`src/design/xxe_pkg.sv`:
```
// Shared command codes, register indexes, widths and reset values for the echo engine.
`default_nettype none

package xxe_pkg;

  localparam int CMD_W      = 2;
  localparam int BYTE_W     = 8;
  localparam int CNT_W      = 32;
  localparam int HOLD_W     = 16;
  localparam int IDLE_W     = 17;
  localparam int CFG_IDX_W  = 2;
  localparam int CFG_DATA_W = 16;

  localparam logic [CMD_W-1:0] CMD_RX_BYTE = 2'd0;
  localparam logic [CMD_W-1:0] CMD_TX_PULL = 2'd1;
  localparam logic [CMD_W-1:0] CMD_TICK    = 2'd2;

  localparam logic [CFG_IDX_W-1:0] REG_XON_CODE  = 2'd0;
  localparam logic [CFG_IDX_W-1:0] REG_XOFF_CODE = 2'd1;
  localparam logic [CFG_IDX_W-1:0] REG_LED_HOLD  = 2'd2;

  localparam logic [BYTE_W-1:0] XON_RESET      = 8'h11;
  localparam logic [BYTE_W-1:0] XOFF_RESET     = 8'h13;
  localparam logic [HOLD_W-1:0] LED_HOLD_RESET = 16'd200;
  localparam logic [IDLE_W-1:0] IDLE_MAX       = '1;

  // Statistics counters that travel together down the result pipeline.
  typedef struct packed {
    logic [CNT_W-1:0] rx;
    logic [CNT_W-1:0] tx;
    logic [CNT_W-1:0] echo_rx;
    logic [CNT_W-1:0] echo_tx;
    logic [CNT_W-1:0] echo_drop;
  } stats_t;

endpackage

`default_nettype wire

```
`src/design/xxe_ram.sv`:
```
// Generic single-write, single-read RAM with a registered read port.
`default_nettype none

module xxe_ram #(
  parameter int WIDTH = 8,
  parameter int DEPTH = 128
) (
  input  wire logic                     clk,
  input  wire logic                     wr_en,
  input  wire logic [$clog2(DEPTH)-1:0] wr_addr,
  input  wire logic [WIDTH-1:0]         wr_data,
  input  wire logic                     rd_en,
  input  wire logic [$clog2(DEPTH)-1:0] rd_addr,
  output logic      [WIDTH-1:0]         rd_data
);

  logic [WIDTH-1:0] mem [DEPTH];

  always_ff @(posedge clk) begin
    if (wr_en) begin
      mem[wr_addr] <= wr_data;
    end
    // Read data holds until the next read is issued.
    if (rd_en) begin
      rd_data <= mem[rd_addr];
    end
  end

endmodule

`default_nettype wire

```
`src/design/xon_xoff_echo_fifo_with_stats_core.sv`:
```
// XON/XOFF echo engine: mode control, byte FIFO in RAM, statistics and activity LED.
// Result path: an accepted item moves through stage A into the stage B output register,
// where out_valid rises. Throughput: one item per cycle while in_stall is low; the FIFO RAM
// takes at most one push or one pop per item, and its registered read data joins the result.
// Reset (rst, synchronous): report mode, FIFO empty, counters zero, LED off and
// registers back to XON 0x11, XOFF 0x13 and a hold time of 200 ticks.
`default_nettype none

module xon_xoff_echo_fifo_with_stats_core
  import xxe_pkg::*;
#(
  parameter int FIFO_DEPTH = 128,
  localparam int PTR_W = $clog2(FIFO_DEPTH),
  localparam int LVL_W = $clog2(FIFO_DEPTH + 1)
) (
  input  wire logic                  clk,
  input  wire logic                  rst,
  // Input item channel.
  input  wire logic                  in_valid,
  output logic                       in_stall,
  input  wire logic [CMD_W-1:0]      command,
  input  wire logic [BYTE_W-1:0]     rx_byte,
  // Result item channel.
  output logic                       out_valid,
  input  wire logic                  out_stall,
  output logic                       tx_valid,
  output logic      [BYTE_W-1:0]     tx_byte,
  output logic                       echo_mode,
  output logic                       led_on,
  output logic      [CNT_W-1:0]      rx_count,
  output logic      [CNT_W-1:0]      tx_count,
  output logic      [CNT_W-1:0]      echo_rx_count,
  output logic      [CNT_W-1:0]      echo_tx_count,
  output logic      [CNT_W-1:0]      echo_drop_count,
  output logic      [LVL_W-1:0]      fifo_level,
  // Configuration write channel.
  input  wire logic                  cfg_valid,
  output logic                       cfg_ready,
  input  wire logic [CFG_IDX_W-1:0]  cfg_index,
  input  wire logic [CFG_DATA_W-1:0] cfg_data
);

  localparam logic [PTR_W-1:0] PTR_LAST   = PTR_W'(FIFO_DEPTH - 1);
  localparam logic [LVL_W-1:0] LEVEL_FULL = LVL_W'(FIFO_DEPTH);

  // Configuration registers. Writes are always taken.
  logic [BYTE_W-1:0] xon_code;
  logic [BYTE_W-1:0] xoff_code;
  logic [HOLD_W-1:0] led_hold_ticks;

  assign cfg_ready = 1'b1;

  always_ff @(posedge clk) begin
    if (rst) begin
      xon_code       <= XON_RESET;
      xoff_code      <= XOFF_RESET;
      led_hold_ticks <= LED_HOLD_RESET;
    end else if (cfg_valid) begin
      case (cfg_index)
        REG_XON_CODE:  xon_code       <= cfg_data[BYTE_W-1:0];
        REG_XOFF_CODE: xoff_code      <= cfg_data[BYTE_W-1:0];
        REG_LED_HOLD:  led_hold_ticks <= cfg_data;
        default: ;
      endcase
    end
  end

  // Architectural state. The FIFO bytes themselves live in the RAM below.
  logic              mode;
  logic [PTR_W-1:0]  rd_ptr;
  logic [PTR_W-1:0]  wr_ptr;
  logic [LVL_W-1:0]  fill;
  stats_t            stats;
  logic              led;
  logic [IDLE_W-1:0] idle;

  logic              mode_next;
  logic [PTR_W-1:0]  rd_ptr_next;
  logic [PTR_W-1:0]  wr_ptr_next;
  logic [LVL_W-1:0]  fill_next;
  stats_t            stats_next;
  logic              led_next;
  logic [IDLE_W-1:0] idle_next;
  logic              push;
  logic              pop;

  // Pipeline: stage A waits for the RAM read, stage B is the output register.
  logic   a_valid;
  logic   a_pop;
  logic   a_mode;
  logic   a_led;
  stats_t a_stats;
  logic [LVL_W-1:0] a_level;
  logic   a_move;
  logic   in_take;
  logic   out_take;
  logic [BYTE_W-1:0] ram_rd_data;

  assign out_take = out_valid && !out_stall;
  assign a_move   = a_valid && (!out_valid || !out_stall);
  // Stall only when both stages are full and the output is held. While stalled no
  // new read is issued, so the RAM read data for stage A stays put.
  assign in_stall = a_valid && out_valid && out_stall;
  assign in_take  = in_valid && !in_stall;

  // Next-state logic for one item; applied only when an item is taken.
  always_comb begin
    mode_next   = mode;
    rd_ptr_next = rd_ptr;
    wr_ptr_next = wr_ptr;
    fill_next   = fill;
    stats_next  = stats;
    led_next    = led;
    idle_next   = idle;
    push        = 1'b0;
    pop         = 1'b0;

    case (command)
      CMD_RX_BYTE: begin
        if (mode) begin
          if (rx_byte == xoff_code) begin
            mode_next = 1'b0;
          end else if (fill != LEVEL_FULL) begin
            push               = 1'b1;
            wr_ptr_next        = (wr_ptr == PTR_LAST) ? '0 : wr_ptr + 1'b1;
            fill_next          = fill + 1'b1;
            stats_next.echo_rx = stats.echo_rx + 1'b1;
          end else begin
            stats_next.echo_drop = stats.echo_drop + 1'b1;
          end
        end else if (rx_byte == xon_code) begin
          mode_next = 1'b1;
        end
        stats_next.rx = stats.rx + 1'b1;
        led_next      = 1'b1;
        idle_next     = '0;
      end
      CMD_TX_PULL: begin
        if (mode && fill != '0) begin
          pop                = 1'b1;
          rd_ptr_next        = (rd_ptr == PTR_LAST) ? '0 : rd_ptr + 1'b1;
          fill_next          = fill - 1'b1;
          stats_next.echo_tx = stats.echo_tx + 1'b1;
          stats_next.tx      = stats.tx + 1'b1;
        end
      end
      CMD_TICK: begin
        if (idle != IDLE_MAX) begin
          idle_next = idle + 1'b1;
        end
        if (led && idle_next > {1'b0, led_hold_ticks}) begin
          led_next = 1'b0;
        end
      end
      default: ;
    endcase
  end

  always_ff @(posedge clk) begin
    if (rst) begin
      mode   <= 1'b0;
      rd_ptr <= '0;
      wr_ptr <= '0;
      fill   <= '0;
      stats  <= '0;
      led    <= 1'b0;
      idle   <= '0;
    end else if (in_take) begin
      mode   <= mode_next;
      rd_ptr <= rd_ptr_next;
      wr_ptr <= wr_ptr_next;
      fill   <= fill_next;
      stats  <= stats_next;
      led    <= led_next;
      idle   <= idle_next;
    end
  end

  // A push and a pop never come in the same cycle, and a pop only reads an entry
  // written by an earlier item, so no forwarding around the RAM is needed.
  xxe_ram #(
    .WIDTH (BYTE_W),
    .DEPTH (FIFO_DEPTH)
  ) u_fifo_ram (
    .clk     (clk),
    .wr_en   (in_take && push),
    .wr_addr (wr_ptr),
    .wr_data (rx_byte),
    .rd_en   (in_take && pop),
    .rd_addr (rd_ptr),
    .rd_data (ram_rd_data)
  );

  // Stage A holds the state after the item while the pop read is in flight.
  always_ff @(posedge clk) begin
    if (rst) begin
      a_valid <= 1'b0;
    end else if (in_take) begin
      a_valid <= 1'b1;
    end else if (a_move) begin
      a_valid <= 1'b0;
    end
  end

  always_ff @(posedge clk) begin
    if (in_take) begin
      a_pop   <= pop;
      a_mode  <= mode_next;
      a_led   <= led_next;
      a_stats <= stats_next;
      a_level <= fill_next;
    end
  end

  // Stage B is the output register; the popped byte joins the result here.
  always_ff @(posedge clk) begin
    if (rst) begin
      out_valid <= 1'b0;
    end else if (a_move) begin
      out_valid <= 1'b1;
    end else if (out_take) begin
      out_valid <= 1'b0;
    end
  end

  always_ff @(posedge clk) begin
    if (a_move) begin
      tx_valid        <= a_pop;
      tx_byte         <= a_pop ? ram_rd_data : '0;
      echo_mode       <= a_mode;
      led_on          <= a_led;
      rx_count        <= a_stats.rx;
      tx_count        <= a_stats.tx;
      echo_rx_count   <= a_stats.echo_rx;
      echo_tx_count   <= a_stats.echo_tx;
      echo_drop_count <= a_stats.echo_drop;
      fifo_level      <= a_level;
    end
  end

  // The fill level never exceeds the FIFO depth.
  assert property (@(posedge clk) disable iff (rst) fill <= LEVEL_FULL)
    else $error("FIFO fill level above depth");

  // A pop is only issued on a non-empty FIFO in echo mode.
  assert property (@(posedge clk) disable iff (rst)
    (in_take && pop) |-> (mode && fill != '0))
    else $error("pop issued on empty FIFO or in report mode");

  // A push is never issued on a full FIFO.
  assert property (@(posedge clk) disable iff (rst)
    (in_take && push) |-> (fill != LEVEL_FULL))
    else $error("push issued on full FIFO");

  // Stage A that cannot move keeps its item, and its RAM read data holds.
  assert property (@(posedge clk) disable iff (rst)
    (a_valid && !a_move) |=> (a_valid && $stable(ram_rd_data)))
    else $error("stage A lost its item or read data while blocked");

  // An empty FIFO has equal read and write pointers.
  assert property (@(posedge clk) disable iff (rst)
    (fill == '0) |-> (rd_ptr == wr_ptr))
    else $error("empty FIFO with unequal pointers");

endmodule

`default_nettype wire
```
`config.mk`:
```
export PLATFORM = sky130hd
export DESIGN_NAME = xon_xoff_echo_fifo_with_stats_core
export DESIGN_NICKNAME = d
export VERILOG_FILES = /design/src/design/xxe_pkg.sv /design/src/design/xxe_ram.sv /design/src/design/xon_xoff_echo_fifo_with_stats_core.sv
export SDC_FILE = /design/constraint.sdc
export NUM_CORES = 2
export LEC_CHECK = 0
export BUFFER_PORTS_ARGS = -buffer_cell sky130_fd_sc_hd__buf_2
export CORE_MARGIN = 8
export CORE_UTILIZATION = 55
export CTS_BUF_LIST = sky130_fd_sc_hd__clkbuf_8
export DETAILED_ROUTE_END_ITERATION = 6
export GPL_ROUTABILITY_DRIVEN = 1
export PLACE_DENSITY = 0.73
export SYNTH_ARGS = -nofsm -noshare
export SYNTH_HDL_FRONTEND = slang
export SYNTH_SLANG_ARGS = --single-unit
```
`constraint.sdc`:
```
create_clock -name clk -period 21.3 [get_ports clk]
set_input_delay 5.325 -clock clk [delete_from_list [all_inputs] [get_ports clk]]
set_output_delay 5.325 -clock clk [all_outputs]
set_load 0.01 [all_outputs]
```
==> reports/metrics.sh <==
STATUS='complete, no violations'
WORSTSETUPENDPOINT='in_stall'
LAYOUT.FILLER_CELLS=8330
TIMING.MAX_SLEW.REL_SLACK=0.0868
REGTOREGSETUPSLACK_NS=16.64
REGTOREGENDPOINT='u_fifo_ram.rd_data[3]'
P_SWITCHING_uW=1290
CLOCK-SKEW-FINAL_NS=0.0626
CHIPWIDTH_UM=358
SETUP.WORST_PATH.START_CLASS='input pin'
VIA_COUNT_OF_THE_FIRST_GLOBAL_ROUTING_PASS=35200
SYN-MEAN-INSTANCE-AREA_UM2=16.1
FIRST_PASS_ITERS=6
SHARE_SEQ_OF_TOTAL_POWER=0.576
TIME_THE_FINAL_WORST_PATH_NEEDS_WITH_I_O_DELAYS_AND_SETUP_NS=11.15
PRE_CTS_SLACK_NS=10.14
TOTALWIRELENGTH_MM=146
SUMMED_INSTANCE_AREA_OF_THE_SYNTHESIZED_NETLIST_UM2=64200
DRIVE_GT1_FRAC=0.199
CTS_SETUP_BUFFERS=0
FP.DIEAREA_UM2=128000
CLOCKBUFFERDEPTH=3
FIRST_ITER_VIOLATIONS=3611
NUM_VIAS=35900
CELL_PWR_DENSITY_nW_PER_UM2=84.4
NUMCTSBUFFERS=241
YOSYS_WARNING_COUNT=0
END_KIND='output pin'
SYN-INSTANCE-COUNT=3989
SYNTH.MUX.AREA_FRACTION=0.0998
COMBINATIONAL_FAMILY_WITH_THE_MOST_AREA_AFTER_SYNTHESIS='multiplexers'
CRITPATHARRIVALTIME_NS=5.83
CLKLATENCYLATEPIN_NS=0.93
SYNTH_COMPOUND_GATE_AREA_SHARE=0.0323
FLOORPLAN.ROWS=125
PLACE_AREA_UM2=66900
FIN_UTIL=0.617
CTS-RESIZED-GATES=0
FINAL_AREA_UM2=71600
HPWL_REPORTED_AT_THE_END_OF_DETAILED_PLACEMENT_MM=90.7
FMAX_MHz=89.7
SYNTH-EDFF-COUNT=1382
FINAL_NETS=4354
CTS-HTREE-LEVELS=4
CTS_TREE='done'
YS_DOMINANT_REG_CELL='sky130_fd_sc_hd__edfxtp_1'
PEAK_VDD_IR_mV=0.0661
POSTSYNTHREGISTERBITS=1617
CLKSLEWWORSTSETUPHOLDPATHS_NS=0.07
HOLDBUFCOUNTCTS=0
DIE_HEIGHT_UM=358
P_INT_uW=4750
TIMING.FINAL.CRIT_SHARE=0.524
BOUNDARYPINS=215
SETUP_VIOL_COUNT_FINAL=0
WORST-R2R-CELL-COUNT=6
AREA_GROWTH_PCT=11.5
SYNTH_SIMPLE_GATE_AREA_FRAC=0.0820
CLOCK_TREE.ROOT_CELL='sky130_fd_sc_hd__clkbuf_8'
ANTENNA_FOUND_INITIAL=4
SYNTH.DISTINCT_CELLS=77
INITIAL_CORE_UTIL=0.553
P_COMB_FRAC=0.019
REQUIRED_NS=15.98
YS_ASYNC_SR_FRACTION=0
STATIC_POWER_DUE_TO_LEAKAGE_uW=0.0233
LAYOUT_SETUP_WS_NS=10.15
HOLDCRITPATHCLASS='reg2reg'
GRT_SETUP_UNREPAIRED='false'
ADDER_AND_MAJORITY_GATE_PORTION_OF_THE_SYNTHESIZED_AREA=0.00526
MOSTFREQUENTLAYOUTCELL='sky130_fd_sc_hd__edfxtp_1'
DRT-WIRELENGTH-PER-CELL_UM=24.2
GP_ROUTABILITY_CONGESTION=0.861
VIAS_PER_CELL=5.96
CLOCKPOWERSHARE=0.405
WORST_PIN_SLEW_NS=1.36
OVERFLOW=0
FINAL.SETUP.TNS_NS=0
TIMING.CRITICAL_PATH.FANOUT_MAX=3
LAYOUT_COMMON_CELLS='sky130_fd_sc_hd__edfxtp_1 (1382), sky130_fd_sc_hd__nor2_1 (413), sky130_fd_sc_hd__nand2_1 (263)'
REPORT.FINAL.HOLD_VIOL_COUNT=0
CLOCK-SINKS=1617
SYNTHESIS.NETS=4049
REG2REG_FROM='rd_ptr[0]'
STARTPOINT_OF_THE_MOST_CRITICAL_SETUP_PATH='out_stall'
ANTENNA_LEFT=0
GRT_START_MAX_NET_PINS=129
GLOBAL_ROUTE_WIRE_LENGTH_BEFORE_REPAIR_MM=219
YS_SEQ_AREA_FRAC=0.720
TIMING_WORST_SETUP_PATH_TYPE='in2out'
FINALMAXSLEWVIOLATIONS=0
CAP_VIOLATIONS=0
GRT_USAGE=0.225
CORE_UM2=116000
YOSYS.AREA_SHARE.XOR_XNOR=0.0454
REMAINING_ROUTING_DRC_VIOLATIONS=0
PORT_BUFFERS=213
SWSHARE=0.214
==> state kept, by name, indices dropped and copies added, names as in the netlist, 7 cells and up <==
register,count
a_level,8
a_stats,160
echo_drop_count,32
echo_rx_count,32
echo_tx_count,32
fifo_level,8
fill,8
idle,17
led_hold_ticks,16
rd_ptr,7
rx_count,32
stats,160
tx_byte,8
tx_count,32
u_fifo_ram.mem,1024
u_fifo_ram.rd_data,8
wr_ptr,7
xoff_code,8
xon_code,8
==> critical path, stage by stage <==
cell	delay, ns
sky130_fd_sc_hd__buf_2	0.12
sky130_fd_sc_hd__nand3_1	0.14
sky130_fd_sc_hd__inv_1	0.10
sky130_fd_sc_hd__buf_2	0.13
==> layout make-up <==
| type | count | area (um2) | share of cell area |
|---|---|---|---|
| diodes | 2 | 5.00 | 0.0000699 |
| clock buffers | 256 | 3520 | 0.0492 |
| well taps | 1524 | 1910 | 0.0266 |
| clock inverters | 194 | 1200 | 0.0167 |
| multi-input cells | 2130 | 17000 | 0.238 |
| inverters | 37 | 146 | 0.00204 |
| repair buffers | 267 | 1560 | 0.0218 |
| flip-flops and latches | 1617 | 46200 | 0.646 |
==> cell families (layout without fill, tap and decap cells) <==
| family | Yosys count | count (layout) |
|---|---|---|
| adders and majority gates | 27 | 27 |
| AOI/OAI and AO/OA | 322 | 322 |
| DFF | 1617 | 1617 |
| muxes | 313 | 313 |
| buffers and inverters | 242 | 754 |
| xor gates and xnor gates | 333 | 333 |
| other | 1 | 3 |
| and+or+nand+nor | 1134 | 1134 |
==> per-layer routing <==
layer | vias to the layer above | GRT usage | part of all wire
met2 | 1728 | 0.358 | 0.47
li1 | 15900 | - | -
met4 | 0 | 0.0802 | 0.031
met3 | 285 | 0.0515 | 0.096
met5 | - | 0 | 0
met1 | 18000 | 0.307 | 0.40
==> cells in the mapped netlist (all sizes together), types with 18 or more instances <==
| master | number | area share |
|---|---|---|
| o21ai | 64 | 0.0050 |
| inv | 35 | 0.0020 |
| mux4 | 261 | 0.092 |
| buf | 68 | 0.0052 |
| or2 | 18 | 0.0018 |
| nand2 | 264 | 0.015 |
| or3 | 39 | 0.0039 |
| mux2i | 45 | 0.0070 |
| clkbuf | 137 | 0.0080 |
| a21oi | 108 | 0.0084 |
| dfxtp | 235 | 0.073 |
| and2 | 24 | 0.0023 |
| a22oi | 35 | 0.0041 |
| nor3 | 78 | 0.0064 |
| xor2 | 147 | 0.020 |
| nand3 | 128 | 0.010 |
| and3 | 33 | 0.0032 |
| nand4 | 61 | 0.0059 |
| ha | 27 | 0.0053 |
| nor2 | 416 | 0.024 |
| edfxtp | 1382 | 0.65 |
| xnor2 | 186 | 0.025 |
==> stage by stage <==
step           cells  total power (uW)  hold slack, ns
2_1_floorplan   3989              3600           0.400
3_3_place_gp    5575              3660           0.402
3_5_place_dp    5575              3660           0.405
4_1_cts         6025              6090           0.406
5_1_grt         6027              6230           0.417
6_report        6027              6040           0.412
==> worst min path at each step <==
stage          depth (start not counted)                  end          from
4_1_cts                                0         tx_count[11]  a_stats[107]
3_3_place_gp                           0        fifo_level[4]    a_level[4]
3_5_place_dp                           0  echo_drop_count[11]   a_stats[11]
6_report                               0     echo_tx_count[0]   a_stats[32]
5_1_grt                                0          rx_count[5]  a_stats[133]
2_1_floorplan                          0   echo_drop_count[0]    a_stats[0]
==> power groups by stage <==
stage / Clock (uW) / Sequential (uW) / Combinational (uW)
3_3_place_gp: 0 / 3550 / 115
5_1_grt: 2620 / 3480 / 125
2_1_floorplan: 0 / 3560 / 34.9
4_1_cts: 2490 / 3480 / 118
3_5_place_dp: 0 / 3550 / 118
6_report: 2450 / 3480 / 116
Power figures use the tool's default switching activity.
